File: config.mk
export PLATFORM = sky130hd
export DESIGN_NAME = abbp_div
export DESIGN_NICKNAME = d
export VERILOG_FILES = /design/src/hdl/abbp_pkg.sv /design/src/hdl/abbp_div.sv
export SDC_FILE = /design/constraint.sdc
export NUM_CORES = 1
export LEC_CHECK = 0
export BUFFER_PORTS_ARGS = -buffer_cell sky130_fd_sc_hd__buf_4
export CAP_MARGIN = 20
export CELL_PAD_IN_SITES_DETAIL_PLACEMENT = 0
export CELL_PAD_IN_SITES_GLOBAL_PLACEMENT = 1
export CORE_MARGIN = 4
export CORE_UTILIZATION = 44
export DETAILED_ROUTE_END_ITERATION = 16
export GPL_TIMING_DRIVEN = 0
export PLACE_DENSITY = 0.74
export SKIP_CTS_REPAIR_TIMING = 1
export SLEW_MARGIN = 30
export SYNTH_ARGS = -nofsm -noshare
export SYNTH_HDL_FRONTEND = slang
export SYNTH_SLANG_ARGS = --single-unit
export TNS_END_PERCENT = 5
File: constraint.sdc
create_clock -name clk_i -period 6.25 [get_ports clk_i]
set_clock_uncertainty 0.1 [all_clocks]
set_input_delay 1.25 -clock clk_i [delete_from_list [all_inputs] [get_ports clk_i]]
set_output_delay 1.25 -clock clk_i [all_outputs]
set_load 0.1 [all_outputs]
File: src/hdl/abbp_pkg.sv
package abbp_pkg;

  localparam int DATA_W           = 48;
  localparam int HALF_W           = 24;
  localparam int ACC_W            = 56;
  localparam int VEC_N            = 6;
  localparam int MAX_CLUSTERS_DEF = 64;
  localparam int FRAC_BITS_DEF    = 24;
  localparam int CFG_IDX_W        = 3;

  // per-cluster slot layout in the parameter memory (64 words per cluster)
  localparam int SLOT_W = 6;
  localparam logic [SLOT_W-1:0] OFS_GAIN   = 6'd36;
  localparam logic [SLOT_W-1:0] OFS_BIAS   = 6'd42;
  localparam logic [SLOT_W-1:0] OFS_DRIVE  = 6'd48;
  localparam logic [SLOT_W-1:0] OFS_PARENT = 6'd49;
  localparam int ROW_W = 3;

  localparam logic signed [DATA_W-1:0] SMAX = {1'b0, {(DATA_W-1){1'b1}}};
  localparam logic signed [DATA_W-1:0] SMIN = {1'b1, {(DATA_W-1){1'b0}}};

  typedef enum logic [2:0] {
    FUNC_TRANSFORM,
    FUNC_GAIN,
    FUNC_BIAS,
    FUNC_DRIVE,
    FUNC_PARENT,
    FUNC_ROOT,
    FUNC_RUN,
    FUNC_THERMO
  } func_e;

  typedef enum logic [CFG_IDX_W-1:0] {
    REG_TH_ON,
    REG_TH_MASS,
    REG_TH_VEL,
    REG_TH_SCALE,
    REG_KE,
    REG_KT
  } cfg_reg_e;

  typedef enum logic {
    KIND_JOINT,
    KIND_THERMO
  } kind_e;

  typedef struct packed {
    logic [2:0]               func;
    logic [5:0]               cluster;
    logic [2:0]               row;
    logic [2:0]               col;
    logic [5:0]               parent;
    logic signed [DATA_W-1:0] value;
  } in_req_t;

  typedef struct packed {
    logic                     kind;
    logic [5:0]               cluster_res;
    logic signed [DATA_W-1:0] value_res;
  } out_res_t;

  function automatic logic signed [ACC_W-1:0] sx(input logic signed [DATA_W-1:0] x);
    return {{(ACC_W-DATA_W){x[DATA_W-1]}}, x};
  endfunction

  function automatic logic signed [DATA_W-1:0] sat48(input logic signed [ACC_W-1:0] x);
    if (x[ACC_W-1:DATA_W-1] == '0 || x[ACC_W-1:DATA_W-1] == '1) begin
      return x[DATA_W-1:0];
    end
    return x[ACC_W-1] ? SMIN : SMAX;
  endfunction

endpackage

File: src/hdl/abbp_div.sv
// Q-format divide, one quotient bit per cycle, rounded half away from zero.
module abbp_div import abbp_pkg::*; #(
  parameter int FRAC_BITS = FRAC_BITS_DEF
) (
  input  logic                     clk_i,
  input  logic                     rst_ni,
  input  logic                     start_i,
  input  logic signed [DATA_W-1:0] a_i,
  input  logic [DATA_W-2:0]        d_i,
  output logic                     done_o,
  output logic signed [DATA_W-1:0] res_o
);

  localparam int NW    = DATA_W + FRAC_BITS + 1;
  localparam int CNT_W = $clog2(NW + 1);

  logic              busy_q, done_q, neg_q;
  logic [NW-1:0]     n_q, q_q;
  logic [DATA_W-2:0] dv_q, rem_q;
  logic [CNT_W-1:0]  cnt_q;

  logic [DATA_W-1:0] xm, rem2, rem_sub;
  logic [NW-1:0]     n0;
  logic              ge;
  logic signed [DATA_W-1:0] res_sat;

  always_comb begin
    xm      = a_i[DATA_W-1] ? DATA_W'(-a_i) : DATA_W'(a_i);
    // dividend pre-shifted, plus half the divisor for rounding
    n0      = (NW'(xm) << FRAC_BITS) + NW'(d_i >> 1);
    rem2    = {rem_q, n_q[NW-1]};
    ge      = rem2 >= {1'b0, dv_q};
    rem_sub = rem2 - {1'b0, dv_q};
    if (neg_q) begin
      res_sat = (q_q > (NW'(1) << (DATA_W - 1))) ? SMIN : -$signed(q_q[DATA_W-1:0]);
    end else begin
      res_sat = (q_q > NW'(SMAX)) ? SMAX : $signed(q_q[DATA_W-1:0]);
    end
  end

  always_ff @(posedge clk_i or negedge rst_ni) begin
    if (!rst_ni) begin
      busy_q <= 1'b0;
      done_q <= 1'b0;
      cnt_q  <= '0;
    end else begin
      done_q <= 1'b0;
      if (start_i) begin
        neg_q <= a_i[DATA_W-1];
        if (xm == '0) begin
          res_o  <= '0;
          done_q <= 1'b1;
        end else if (d_i == '0) begin
          res_o  <= a_i[DATA_W-1] ? SMIN : SMAX;
          done_q <= 1'b1;
        end else begin
          busy_q <= 1'b1;
          n_q    <= n0;
          q_q    <= '0;
          rem_q  <= '0;
          dv_q   <= d_i;
          cnt_q  <= CNT_W'(NW);
        end
      end else if (busy_q) begin
        if (cnt_q != '0) begin
          rem_q <= ge ? rem_sub[DATA_W-2:0] : rem2[DATA_W-2:0];
          q_q   <= {q_q[NW-2:0], ge};
          n_q   <= n_q << 1;
          cnt_q <= cnt_q - CNT_W'(1);
        end else begin
          busy_q <= 1'b0;
          done_q <= 1'b1;
          res_o  <= res_sat;
        end
      end
    end
  end

  assign done_o = done_q;

endmodule

==> Yosys cells after proc, flatten, opt, wreduce, memory -nomap -nowiden <==
Cells that the tools add are included.
{ "op_classes": {"eq_ne": 4, "reduce_logical": 11, "add_sub_neg": 5, "bitwise_logic": 2, "magnitude_cmp": 3, "n_mux": 41} }
{ "op_table": {"columns": ["op", "count"], "rows": [
  ["$mux W73", 10],
  ["$mux W48", 10],
  ["$mux W47", 6],
  ["$neg A48 Y48", 2],
  ["$add A72 B46 Y73", 1],
  ["$gt A73 B47 Y1 const B", 1],
  ["$gt A73 B48 Y1 const B", 1],
  ["$ge A48 B47 Y1", 1],
  ["$logic_not A48 Y1", 1],
  ["$logic_not A47 Y1", 1],
  ["$sub A47 B47 Y47", 1],
  ["$mux W7", 5],
  ["$reduce_and A4 Y1", 3],
  ["$mux W1", 10],
  ["$reduce_bool A7 Y1", 1],
  ["$sub A7 B1 Y7 const B", 1],
  ["$ne A2 B2 Y1 const B", 3],
  ["$reduce_and A5 Y1", 1],
  ["$reduce_and A2 Y1", 2],
  ["$reduce_bool A2 Y1", 2],
  ["$ne A3 B1 Y1 const B", 1],
  ["$not A1 Y1", 2]
]} }
{ "totals": {"out_inout_bits": 49, "wordCells": 75, "input_bits": 98, "reg_bits": 298} }

==> Logic depth before layout (Yosys ltp) <==
{ "logic_depth": {"word_depth": 6, "ltp_mapped": 19, "ltp_nobuf": 17} }

==> Worst setup path before layout <==
Ideal clock, no wire load.
{ "synth_timing": {"path_type": "input to register", "from": "in a_i[31]", "to": "reg n_q[0], enable pin", "required_time_ps": 5580, "arrival_time_ps": 8150, "setup_ps": 570, "n_path_buf": 1, "path_slack_ps": -2571, "cell_stages": 11, "path_cell_list": "or4_4 -> or3_4 -> or4_1 -> buf_2 -> o21ai_0 -> o31ai_1 -> a32o_1 -> nand4_1 -> nor4_4 -> nor2_1 -> o21a_1"} }
{ "synth_between": {"elab_chain_len": 5} }
{ "synth_rtl": {"columns": ["item", "line_no", "source"], "rows": [
  ["start, declared", "abbp_div.sv:8", "input logic signed [DATA_W-1:0] a_i,"],
  ["$neg A48 Y48", "abbp_div.sv:28", "xm = a_i[DATA_W-1] ? DATA_W'(-a_i) : DATA_W'(a_i);"],
  ["$mux W48 (*)", "abbp_div.sv:28", null],
  ["$logic_not A48 Y1 (*)", "abbp_div.sv:50", "if (xm == '0) begin"],
  ["$ne A2 B2 Y1 (no line) (*)", null, null],
  ["$reduce_and A5 Y1 (no line) (*)", null, null],
  ["end signal, assigned", "abbp_div.sv:58", "n_q <= n0;"],
  ["end signal, assigned", "abbp_div.sv:68", "n_q <= n_q << 1;"],
  ["end, declared", "abbp_div.sv:18", "logic [NW-1:0] n_q, q_q;"]
]} }
Every way passes the cells marked *; elsewhere a longest branch is shown, timed or not.
A chain may end at the register's enable or synchronous reset.

==> Worst setup path after layout <==
{ "layout_timing": {"from": "in a_i[0]", "to": "reg res_o[43], enable pin"} }
{ "layout_between": {"elab_chain_len": 5} }
{ "layout_rtl": {"columns": ["item", "line_no", "source"], "rows": [
  ["$neg A48 Y48", "abbp_div.sv:28", null],
  ["$mux W48 (*)", "abbp_div.sv:28", null],
  ["$logic_not A48 Y1 (*)", "abbp_div.sv:50", null],
  ["$ne A3 B1 Y1 (no line) (*)", null, null],
  ["$reduce_and A4 Y1 (no line) (*)", null, null],
  ["end signal, assigned", "abbp_div.sv:54", "res_o <= a_i[DATA_W-1] ? SMIN : SMAX;"],
  ["end signal, assigned", "abbp_div.sv:73", "res_o <= res_sat;"],
  ["end, declared", "abbp_div.sv:11", "output logic signed [DATA_W-1:0] res_o"]
]} }
Marked as above.

==> results.json <==
{
  "grt_pass1_wl_um": 87450,
  "hp-start": "cnt_q[6]",
  "final_util": 0.5210,
  "pre_cts_slack_ns": -1.776,
  "hold_viol_final": 0,
  "ys_top_cells_by_count": "edfxtp_1, nand2_1, a21oi_1",
  "placed_area_um2": 21480,
  "worst_ir_drop_vdd_mv": 0.1553,
  "ant_nets": 0,
  "syn_avg_cell_area_um2": 9.917,
  "hp-class": "flip-flop to flip-flop",
  "p_per_area_nw_per_um2": 260.0,
  "via_count": 16010,
  "cts_root_buffer": "clkbuf_16",
  "period_minus_slack_ns": 6.002,
  "netlist_instances": 1969,
  "port_buffers": 137,
  "worstMarginPinSlew_ns": 0.9465,
  "cp-end-kind": "flip-flop",
  "stdcell_count": 2763,
  "setup_violations": 0,
  "wl_per_cell_um": 20.03,
  "worstSetupPathType": "input port to flip-flop",
  "synth.net_count": 2147,
  "synth_top_area_cell": "edfxtp_1",
  "gr-total-overflow": 0,
  "fp.dieW_um": 218.7,
  "pin_count": 147,
  "ys_seq_area_frac": 0.4560,
  "insertion_delay_ns": 0.53,
  "outcome": "finished clean",
  "synth_area_um2": 19530,
  "finalPower_mw": 5.887,
  "critPathArrivalTime_ns": 6.13,
  "crit_path_start_kind": "input port",
  "numClockSinks": 298,
  "cts_tree": "done",
  "final_nets": 2333,
  "power.static_leakage_nw": 8.275,
  "setup_ws_ns": 0.2477,
  "cpMostUsedCell": "buf_6",
  "rows": 76,
  "yosys-top-cells-area": "edfxtp_1, ha_1, xnor2_1, mux2_2, nand2_1",
  "slowest_delay_ns": 0.58,
  "antenna_found_initial": 1,
  "gp_congestion": 0.8977,
  "drv_cap": 0,
  "crit_start": "a_i[0]",
  "yosysTopAreaCellShare": 0.4444,
  "cp.required_ns": 6.38,
  "grt_util_all_layers": 0.2287,
  "die_h_um": 218.7,
  "start_util": 0.4493,
  "path_cells": "buf_4 > nor3_1 > nand4_1 > or2_1 > buf_2 > o41ai_2 > xor2_1 > nand4_1 > or4_1 > nor4_4 > buf_4 > nor2_2 > nor3b_4 > buf_6 > buf_6 > buf_6",
  "final_area_um2": 22640,
  "timing.final.crit_share": 0.9604,
  "drive_gt1_frac": 0.1603,
  "max_slew_margin": 0.3690,
  "cts_buffers": 34,
  "drtPass1Iterations": 5,
  "synthArstFlopShare": 0.03020,
  "rsz0062_at_grt": "no",
  "finalWirelength_um": 55340,
  "first_global_vias": 15680,
  "yosysMostFrequentCell": "edfxtp_1",
  "vias_per_cell": 5.796,
  "cp_slowest_cell": "or4_1",
  "area_delta_synth_final_pct": 15.96,
  "ys_ff_latch": 298,
  "dp.cells": 2700,
  "r2r_start": "rem_q[15]",
  "hpwl_um": 41310,
  "hold_ws_ns": 0.4178,
  "die-area_um2": 47810,
  "grt_max_degree": 44,
  "drv_slew": 0,
  "cpLargestDelayFamily": "simple AND/OR/NAND/NOR gates",
  "crit_fanout": 17,
  "synth-edff-count": 289,
  "synth_cell_types": 81,
  "core_region_area_um2": 43460,
  "setup_tns_ns": 0,
  "yosys_warnings": 0,
  "clk_path_buf_depth": 3,
  "drtIter0Drc": 1317,
  "h-tree-depth": 2,
  "cp.buffers_inverters": 6,
  "ys.flop_type": "edfxtp_1",
  "drc": 0,
  "clk_pin_slew_ns": 0.05,
  "max_freq_ghz": 0.1666
}
## cells by family (layout without fill, tap and decap cells)
family	Yosys count	after routing	share of synthesized area
other	0	1	0
adders and majority gates	80	80	0.05203
and+or+nand+nor	722	722	0.1938
AOI/OAI and AO/OA	497	497	0.1650
DFF	298	298	0.4560
buffers and inverters	180	388	0.03838
xor gates and xnor gates	125	125	0.05645
muxes	67	67	0.03838
## area by class of cell
| type | instances | area (um2) |
|---|---|---|
| sequential | 298 | 8904 |
| fill | 4071 | 20820 |
| clock inverter | 17 | 210.2 |
| inverter | 86 | 322.8 |
| tap | 585 | 732.0 |
| antenna | 1 | 2.502 |
| multi-input combinational | 1491 | 9907 |
| buffer | 93 | 431.7 |
| timing repair buffer | 151 | 1235 |
| clock buffer | 41 | 897.1 |
## layer usage
| layer | vias up | GRT usage | part of all wire |
|---|---|---|---|
| met5 | - | 0 | 0 |
| met4 | 0 | 0.06678 | 0.027 |
| met3 | 98 | 0.02517 | 0.052 |
| met2 | 457 | 0.3815 | 0.47 |
| met1 | 7705 | 0.3164 | 0.45 |
| li1 | 7754 | - | - |
## path summary, 6_finish.rpt
check,to,slack [ns],depth (start not counted)
worst min-delay path,cnt_q[6],0.42,2
min in group asynchronous,done_o,0.46,1
worst max register to register,rem_q[28],1.09,13
max in group asynchronous,cnt_q[6],5.43,1
worst max-delay path,res_o[43],0.25,16
worst min register to register,cnt_q[6],0.42,2
## registers in the layout, summed over array words and instances (netlist names)
signal  flops
res_o      48
cnt_q       7
dv_q       47
n_q        73
rem_q      47
neg_q       1
done_o      1
busy_q      1
q_q        73
## worst reg2reg max path: stages (launching register included)
cell	delay, ns
edfxtp_1	0.40
ha_1	0.29
clkbuf_1	0.34
nand4_1	0.15
nor3_1	0.42
nor3_1	0.10
a21oi_1	0.23
nand2_1	0.24
o31ai_1	0.73
o211ai_1	0.26
nand2_1	0.16
clkbuf_1	0.57
buf_1	0.68
a211oi_1	0.19
## cell usage in the layout, fill, tap and decap left out, drive strengths merged, types with 6 or more instances in the layout
cell	n
nand2b	21
or2	16
nor2b	83
nand2	178
o41ai	21
o31ai	22
xor2	37
inv	88
nor2	124
a31oi	14
xnor2	88
clkinv	9
and3	16
ha	78
o211ai	14
dfrtp	9
buf	173
a211oi	28
nand3	56
a21boi	6
o21a	10
or4	19
or3	31
nor3	52
a21o	32
nor4	38
a21oi	133
nor3b	14
o22ai	15
edfxtp	289
o21ai	146
nor4b	6
mux2	63
nand4	46
and2	11
clkbuf	112
o21bai	7
## where the power goes
group / internal [mW] / total (mW) / switching [mW]
Sequential: 2.39 / 2.47 / 0.0820
Combinational: 0.540 / 1.40 / 0.857
Clock: 1.19 / 2.01 / 0.821
(Power assumes the default switching activity.)
