[src/hdl/abbp_pkg.sv]
package abbp_pkg;

  localparam int DATA_W           = 48;
  localparam int HALF_W           = 24;
  localparam int ACC_W            = 56;
  localparam int VEC_N            = 6;
  localparam int MAX_CLUSTERS_DEF = 64;
  localparam int FRAC_BITS_DEF    = 24;
  localparam int CFG_IDX_W        = 3;

  // per-cluster slot layout in the parameter memory (64 words per cluster)
  localparam int SLOT_W = 6;
  localparam logic [SLOT_W-1:0] OFS_GAIN   = 6'd36;
  localparam logic [SLOT_W-1:0] OFS_BIAS   = 6'd42;
  localparam logic [SLOT_W-1:0] OFS_DRIVE  = 6'd48;
  localparam logic [SLOT_W-1:0] OFS_PARENT = 6'd49;
  localparam int ROW_W = 3;

  localparam logic signed [DATA_W-1:0] SMAX = {1'b0, {(DATA_W-1){1'b1}}};
  localparam logic signed [DATA_W-1:0] SMIN = {1'b1, {(DATA_W-1){1'b0}}};

  typedef enum logic [2:0] {
    FUNC_TRANSFORM,
    FUNC_GAIN,
    FUNC_BIAS,
    FUNC_DRIVE,
    FUNC_PARENT,
    FUNC_ROOT,
    FUNC_RUN,
    FUNC_THERMO
  } func_e;

  typedef enum logic [CFG_IDX_W-1:0] {
    REG_TH_ON,
    REG_TH_MASS,
    REG_TH_VEL,
    REG_TH_SCALE,
    REG_KE,
    REG_KT
  } cfg_reg_e;

  typedef enum logic {
    KIND_JOINT,
    KIND_THERMO
  } kind_e;

  typedef struct packed {
    logic [2:0]               func;
    logic [5:0]               cluster;
    logic [2:0]               row;
    logic [2:0]               col;
    logic [5:0]               parent;
    logic signed [DATA_W-1:0] value;
  } in_req_t;

  typedef struct packed {
    logic                     kind;
    logic [5:0]               cluster_res;
    logic signed [DATA_W-1:0] value_res;
  } out_res_t;

  function automatic logic signed [ACC_W-1:0] sx(input logic signed [DATA_W-1:0] x);
    return {{(ACC_W-DATA_W){x[DATA_W-1]}}, x};
  endfunction

  function automatic logic signed [DATA_W-1:0] sat48(input logic signed [ACC_W-1:0] x);
    if (x[ACC_W-1:DATA_W-1] == '0 || x[ACC_W-1:DATA_W-1] == '1) begin
      return x[DATA_W-1:0];
    end
    return x[ACC_W-1] ? SMIN : SMAX;
  endfunction

endpackage

[src/hdl/abbp_mul.sv]
// Q-format multiply: four 24x24 partial products accumulated in turn, then round
// half away from zero and saturate.
module abbp_mul import abbp_pkg::*; #(
  parameter int FRAC_BITS = FRAC_BITS_DEF
) (
  input  logic                     clk_i,
  input  logic                     rst_ni,
  input  logic                     start_i,
  input  logic signed [DATA_W-1:0] a_i,
  input  logic signed [DATA_W-1:0] b_i,
  output logic                     done_o,
  output logic signed [DATA_W-1:0] res_o
);

  localparam int PW = 2 * DATA_W;

  logic              busy_q, done_q, neg_q;
  logic [2:0]        step_q;
  logic [DATA_W-1:0] xm_q, ym_q;
  logic [PW-1:0]     acc_q;

  logic [HALF_W-1:0]   xs, ys;
  logic [2*HALF_W-1:0] pp;
  logic [PW-1:0]       pp_sh, rnd, qmag;
  logic [DATA_W-1:0]   am, bm;
  logic signed [DATA_W-1:0] res_sat;

  always_comb begin
    am = a_i[DATA_W-1] ? DATA_W'(-a_i) : DATA_W'(a_i);
    bm = b_i[DATA_W-1] ? DATA_W'(-b_i) : DATA_W'(b_i);
    xs = step_q[1] ? xm_q[DATA_W-1:HALF_W] : xm_q[HALF_W-1:0];
    ys = step_q[0] ? ym_q[DATA_W-1:HALF_W] : ym_q[HALF_W-1:0];
    pp = (2*HALF_W)'(xs) * (2*HALF_W)'(ys);
    case (step_q[1:0])
      2'd0:    pp_sh = PW'(pp);
      2'd1,
      2'd2:    pp_sh = PW'(pp) << HALF_W;
      default: pp_sh = PW'(pp) << DATA_W;
    endcase
    rnd  = acc_q + (PW'(1) << (FRAC_BITS - 1));
    qmag = rnd >> FRAC_BITS;
    if (neg_q) begin
      res_sat = (qmag > (PW'(1) << (DATA_W - 1))) ? SMIN : -$signed(qmag[DATA_W-1:0]);
    end else begin
      res_sat = (qmag > PW'(SMAX)) ? SMAX : $signed(qmag[DATA_W-1:0]);
    end
  end

  always_ff @(posedge clk_i or negedge rst_ni) begin
    if (!rst_ni) begin
      busy_q <= 1'b0;
      done_q <= 1'b0;
      step_q <= '0;
    end else begin
      done_q <= 1'b0;
      if (start_i) begin
        busy_q <= 1'b1;
        step_q <= '0;
        acc_q  <= '0;
        xm_q   <= am;
        ym_q   <= bm;
        neg_q  <= a_i[DATA_W-1] ^ b_i[DATA_W-1];
      end else if (busy_q) begin
        if (step_q == 3'd4) begin
          busy_q <= 1'b0;
          done_q <= 1'b1;
          res_o  <= res_sat;
        end else begin
          acc_q  <= acc_q + pp_sh;
          step_q <= step_q + 3'd1;
        end
      end
    end
  end

  assign done_o = done_q;

endmodule

[config.mk]
export PLATFORM = sky130hd
export DESIGN_NAME = abbp_mul
export DESIGN_NICKNAME = d
export VERILOG_FILES = /design/src/hdl/abbp_pkg.sv /design/src/hdl/abbp_mul.sv
export SDC_FILE = /design/constraint.sdc
export NUM_CORES = 2
export LEC_CHECK = 0
export BUFFER_PORTS_ARGS = -buffer_cell sky130_fd_sc_hd__buf_2
export CORE_ASPECT_RATIO = 1.4
export CORE_MARGIN = 8
export CORE_UTILIZATION = 45
export DETAILED_ROUTE_END_ITERATION = 7
export MAX_ROUTING_LAYER = met4
export PLACE_DENSITY = 0.73
export SLEW_MARGIN = 20
export SYNTH_ARGS = -nofsm -noshare
export SYNTH_HDL_FRONTEND = slang
export SYNTH_SLANG_ARGS = --single-unit
[constraint.sdc]
create_clock -name clk_i -period 34.1 [get_ports clk_i]
set_input_delay 8.525 -clock clk_i [delete_from_list [all_inputs] [get_ports clk_i]]
set_output_delay 8.525 -clock clk_i [all_outputs]
set_load 0.05 [all_outputs]
# Word level (Yosys, flattened, before mapping)
# Cells that the tools add are included.
dict set report classes {
  n_addsub 6
  n_mul 1
  n_lt_le_gt_ge 2
  eq_ne 4
  muxes 19
  n_bitwise 2
  n_reduce_logical 6
}
# op n
set op_table {}
lappend op_table {{96-bit 2-to-1 mux} 2}
lappend op_table {{96-bit case mux with 2 select lines} 1}
lappend op_table {{48-bit 2-to-1 mux} 3}
lappend op_table {{48-bit negation} 3}
lappend op_table {{96-bit by 24-bit adder with 96-bit output, second input constant} 1}
lappend op_table {{96-bit adder} 1}
lappend op_table {{47-bit 2-to-1 mux} 2}
lappend op_table {{72-bit by 47-bit greater-than comparator with 1-bit output, second input constant} 1}
lappend op_table {{72-bit by 48-bit greater-than comparator with 1-bit output, second input constant} 1}
lappend op_table {{24-bit by 24-bit multiplier with 48-bit output} 1}
lappend op_table {{24-bit 2-to-1 mux} 2}
lappend op_table {{3-bit 2-to-1 mux} 3}
lappend op_table {{1-bit 2-to-1 mux} 6}
lappend op_table {{2-bit AND reduction} 2}
lappend op_table {{4-bit AND reduction} 1}
lappend op_table {{3-bit by 1-bit adder with 3-bit output, second input constant} 1}
lappend op_table {{3-bit == test, second input constant} 1}
lappend op_table {{2-bit by 1-bit == test with 1-bit output, second input constant} 1}
lappend op_table {{2-bit == test, second input constant} 1}
lappend op_table {{2-bit logical NOT} 1}
lappend op_table {{2-bit != test, second input constant} 1}
lappend op_table {{2-bit nonzero test} 1}
lappend op_table {{2-bit OR reduction} 1}
lappend op_table {{1-bit inverter} 1}
lappend op_table {{1-bit XOR} 1}
dict set report word_totals {
  regBits 246
  input_bits 99
  output_inout_bits 49
  word_cells 50
}

# Depth between registers and ports, before layout
dict set report logic_depth {
  ltp_word 6
  depth_mapped 44
  ltp_nobuf 40
}

# Least setup slack after synthesis
# No wires, ideal clock.
dict set report synth_timing {
  path_type {input port to flip-flop}
  startpoint {in b_i[1]}
  endpoint {reg ym_q[45] (data pin)}
  setup_time_ps 261
  t_arrival_ps 11760
  required_ps 33839
  slack_ps 22078
  cell_stages 11
  path_buffers 0
  path_cell_list {or4_1 or4_4 nand2b_4 or2_4 or3_4 or3_4 nand2b_4 or4_4 nand2b_4 o41ai_4 xnor2_1}
}
dict set report synth_via {
  elab_chain_cells 2
}
# item line_no
set synth_rtl {}
lappend synth_rtl {{start, declared} abbp_mul.sv:10} ;# input logic signed [DATA_W-1:0] b_i,
lappend synth_rtl {{48-bit negation} abbp_mul.sv:30} ;# bm = b_i[DATA_W-1] ? DATA_W'(-b_i) : DATA_W'(b_i);
lappend synth_rtl {{47-bit 2-to-1 mux} abbp_mul.sv:30}
lappend synth_rtl {{net bm[45]} abbp_mul.sv:25} ;# logic [DATA_W-1:0] am, bm;
lappend synth_rtl {{end signal, assigned} abbp_mul.sv:61} ;# ym_q <= bm;
lappend synth_rtl {{end, declared} abbp_mul.sv:19} ;# logic [DATA_W-1:0] xm_q, ym_q;
# The timed path passes the listed nets, and every way through them passes these cells.
# A chain may end at the register's enable or synchronous reset.

# Worst setup path after layout
dict set report layout_timing {
  startpoint {reg step_q[1]}
  endpoint {reg acc_q[84] (data pin)}
}
dict set report layout_via {
  elab_chain_cells 6
  word_cells_on_any_way 11
  classes_between {1 x add/sub; 1 x mul; 3 x eq/ne; 4 x mux; 2 x reduce/logical}
}
# item line_no
set layout_rtl {}
lappend layout_rtl {{start, declared} abbp_mul.sv:18} ;# logic [2:0] step_q;
lappend layout_rtl {{start signal, assigned} abbp_mul.sv:70} ;# step_q <= step_q + 3'd1;
lappend layout_rtl {{24-bit 2-to-1 mux (tied with other cells)} abbp_mul.sv:31} ;# xs = step_q[1] ? xm_q[DATA_W-1:HALF_W] : xm_q[HALF_W-1:0];
lappend layout_rtl {{24-bit by 24-bit multiplier with 48-bit output or 2-bit OR reduction (tied branches)} {abbp_mul.sv:33, abbp_mul.sv:34}}
lappend layout_rtl {{96-bit case mux with 2 select lines} abbp_mul.sv:34} ;# case (step_q[1:0])
lappend layout_rtl {{96-bit adder} abbp_mul.sv:69} ;# acc_q <= acc_q + pp_sh;
lappend layout_rtl {{96-bit 2-to-1 mux *} abbp_mul.sv:64} ;# if (step_q == 3'd4) begin
lappend layout_rtl {{96-bit 2-to-1 mux *} abbp_mul.sv:63} ;# end else if (busy_q) begin
lappend layout_rtl {{end signal, assigned} abbp_mul.sv:69}
lappend layout_rtl {{end, declared} abbp_mul.sv:20} ;# logic [PW-1:0] acc_q;
# Mark *: on every way between the ends. The rest lies on a longest branch, timed or not.

==> impl_metrics.yaml <==
worst_setup_path:
  cp-startpoint: "step_q[1]$_DFFE_PN0P_"
  worstReg2RegEnd: "acc_q[84]$_SDFFCE_PP0P_"
  crit_cells: 37
  cp_num_buf_inv: 6
  end_kind: "flop"
  worstPathMaxFanout: 51
  critPathKind: "flop to flop"
  critPathArrivalTime_ps: 13260
  cpMostUsedCell: "fa_1"
  reg2reg_slack_ps: 21190
  worstRegToRegCells: 37
  critPathSlowestCell: "mux2i_2"
  cp-endpoint: "acc_q[84]$_SDFFCE_PP0P_"
  worst_ep_required_time_ps: 34460
  cp_slowest_stage_delay_ps: 910
  start_kind: "flop"
  rr_startpoint: "step_q[1]$_DFFE_PN0P_"
  cp_top_family: "compound AO/OA/AOI/OAI gates"
timing:
  period_minus_slack_ps: 12910
  fin_crit_sh: 0.378
  fin_tns_setup_ps: 0
  worst_clock_skew_ps: 21.1
  fmaxAchievable_mhz: 77.5
  timing.final.max_slew_violations: 0
  worst_slew_pin_slew_ps: 1130
  finalSetupViolCount: 0
  finalHoldViolCount: 0
  rsz0062_at_grt: "no"
  fin_ws_ps: 21190
  timing.hold.ws_ps: 562
  worst_slew_margin_rel: 0.230
global_routing:
  grt_max_degree: 74
  track_usage: 0.258
  grt_overflow: 0
  grt_pass1_vias: 35100
  grt_pass1_wl_um: 194000
  antenna_found_initial: 2
clock_network:
  postCtsHoldBufs: 0
  clk_pin_slew_ps: 80
  cts_num_sinks: 246
  cts_root_buf: "clkbuf_16"
  cts_buffer_depth: 3
  cts_setup_buffers: 0
  cts_tree: "built"
  cts_buffers: 29
  htreeDepth: 1
  clk_latency_ps: 610
  ctsResizeCount: 0
final_layout:
  nNetsFinal: 5467
  area_growth_pct: 7.20
  layout_common_cells: "nand2_1, inv_1, fa_1"
  layout_commonest_cell: "nand2_1"
  fin_area_mm2: 0.0425
  final_layout_size_suffix_gt1_frac: 0.0797
die:
  start_util: 0.452
  die_area_mm2: 0.0981
  fp-row-count: 129
  die_h_um: 367
  die_w_um: 267
  pin_count: 148
  core_area_mm2: 0.0878
worst_hold_path:
  hold_path_class: "flop to flop"
routing:
  wl_met3_um: 9110
  wl_per_cell_um: 21.5
  drc: 0
  wl_met1_um: 44800
  vias: 33900
  top_layer: "met4"
  met2_wirelength_um: 60600
  viasPerCell: 5.83
  wl_um: 125000
  ant_nets: 0
  drt_iter0_drc: 2613
  first_pass_iters: 7
synthesis:
  syn_area_mm2: 0.0397
  yosys_warnings: 0
  syn_inst: 4593
  yosys.area.top_type_share: 0.244
  synth_fp_nets: 5451
  yosysTopAreaCell: "fa_1"
  yosysSeqAreaShare: 0.186
  synth_edf_count: 241
  async_reset_ff_frac: 0.0203
  synth-seq-cells: 246
  ys.flop_type: "edfxtp_1"
  synth_cell_types: 85
  syn-mean-instance-area_um2: 8.64
  synth_area_leaders: "fa_1, edfxtp_1, ha_1"
placed_design:
  placed_cell_area_mm2: 0.0416
  finalWeightedCongestion: 0.977
  hpwlAfterDp_um: 99000
  pre_cts_ws_ps: 21300
  portBuffers: 147
flow_run:
  cap_viol_max_count: 0
outcome:
  status: "complete, no violations"
## worst min-delay path by stage
stage / to / slack, ps / startpoint / cells after the start
floorplan: step_q[2]$_DFFE_PN0P_ / 500 / step_q[2]$_DFFE_PN0P_ / 2
global placement: step_q[2]$_DFFE_PN0P_ / 520 / step_q[2]$_DFFE_PN0P_ / 2
detailed placement: step_q[2]$_DFFE_PN0P_ / 550 / step_q[2]$_DFFE_PN0P_ / 2
CTS: step_q[2]$_DFFE_PN0P_ / 560 / step_q[2]$_DFFE_PN0P_ / 2
global route: step_q[2]$_DFFE_PN0P_ / 580 / step_q[2]$_DFFE_PN0P_ / 2
finish: step_q[2]$_DFFE_PN0P_ / 560 / step_q[2]$_DFFE_PN0P_ / 2
## sequential cells by signal, summed over array words and instances (netlist names)
name    count
xm_q       48
res_o      48
ym_q       48
busy_q      1
acc_q      96
step_q      3
neg_q       1
done_o      1
## cell type report
class / instances / area [um^2]
fill: 8416 / 45300
tap: 1179 / 1480
timing repair buffer: 201 / 1140
multi-input combinational: 3521 / 29300
clock buffer: 34 / 744
sequential: 246 / 7360
antenna: 2 / 5.00
inverter: 610 / 2290
clock inverter: 19 / 220
## worst min-delay path, delay by kind of cell, from the launching register on
family | cells | cell delay, ps
flops | 1 | 370
simple gates | 1 | 80
xor+xnor | 1 | 80
## through the flow
stage,utilization,cells
global route,0.484,5812
CTS,0.484,5810
floorplan,-,4593
global placement,0.473,5757
finish,0.484,5812
detailed placement,0.473,5757
## synth_stat cells (all sizes together), types with 15 or more instances
cell type / count
a221oi: 46
or4: 18
or3: 24
o31ai: 35
a211oi: 19
o21ai: 153
o22ai: 15
xnor2: 218
o21a: 26
xor2: 102
nand3: 95
edfxtp: 241
a31oi: 28
and4: 15
ha: 276
and2: 57
clkbuf: 188
a21o: 87
a21oi: 220
nor3: 57
o21bai: 26
fa: 483
nand2: 645
nor4: 34
nor2b: 19
mux2i: 51
or2: 19
mux2: 47
inv: 609
nand4: 67
o41ai: 19
buf: 28
and3: 41
nor2: 424
nand2b: 25
## layer usage
layer	track usage	vias to the layer above
li1	-	15400
met1	0.277	16400
met2	0.438	1530
met3	0.0358	549
met4	0.176	0
met5	-	-
## kinds of logic (layout without fill, tap and decap cells)
| group | count (synthesis) | count (layout) | synth area share |
|---|---|---|---|
| DFF | 246 | 246 | 0.186 |
| adders and majority gates | 759 | 759 | 0.331 |
| AOI/OAI and AO/OA | 778 | 778 | 0.129 |
| xor gates and xnor gates | 320 | 320 | 0.0706 |
| muxes | 98 | 98 | 0.0262 |
| and+or+nand+nor | 1566 | 1566 | 0.179 |
| buffers and inverters | 826 | 864 | 0.0787 |
| other | 0 | 2 | 0 |
Power is not shown: default switching activity piles up to over one toggle a cycle in this logic, so the estimate is an artifact.
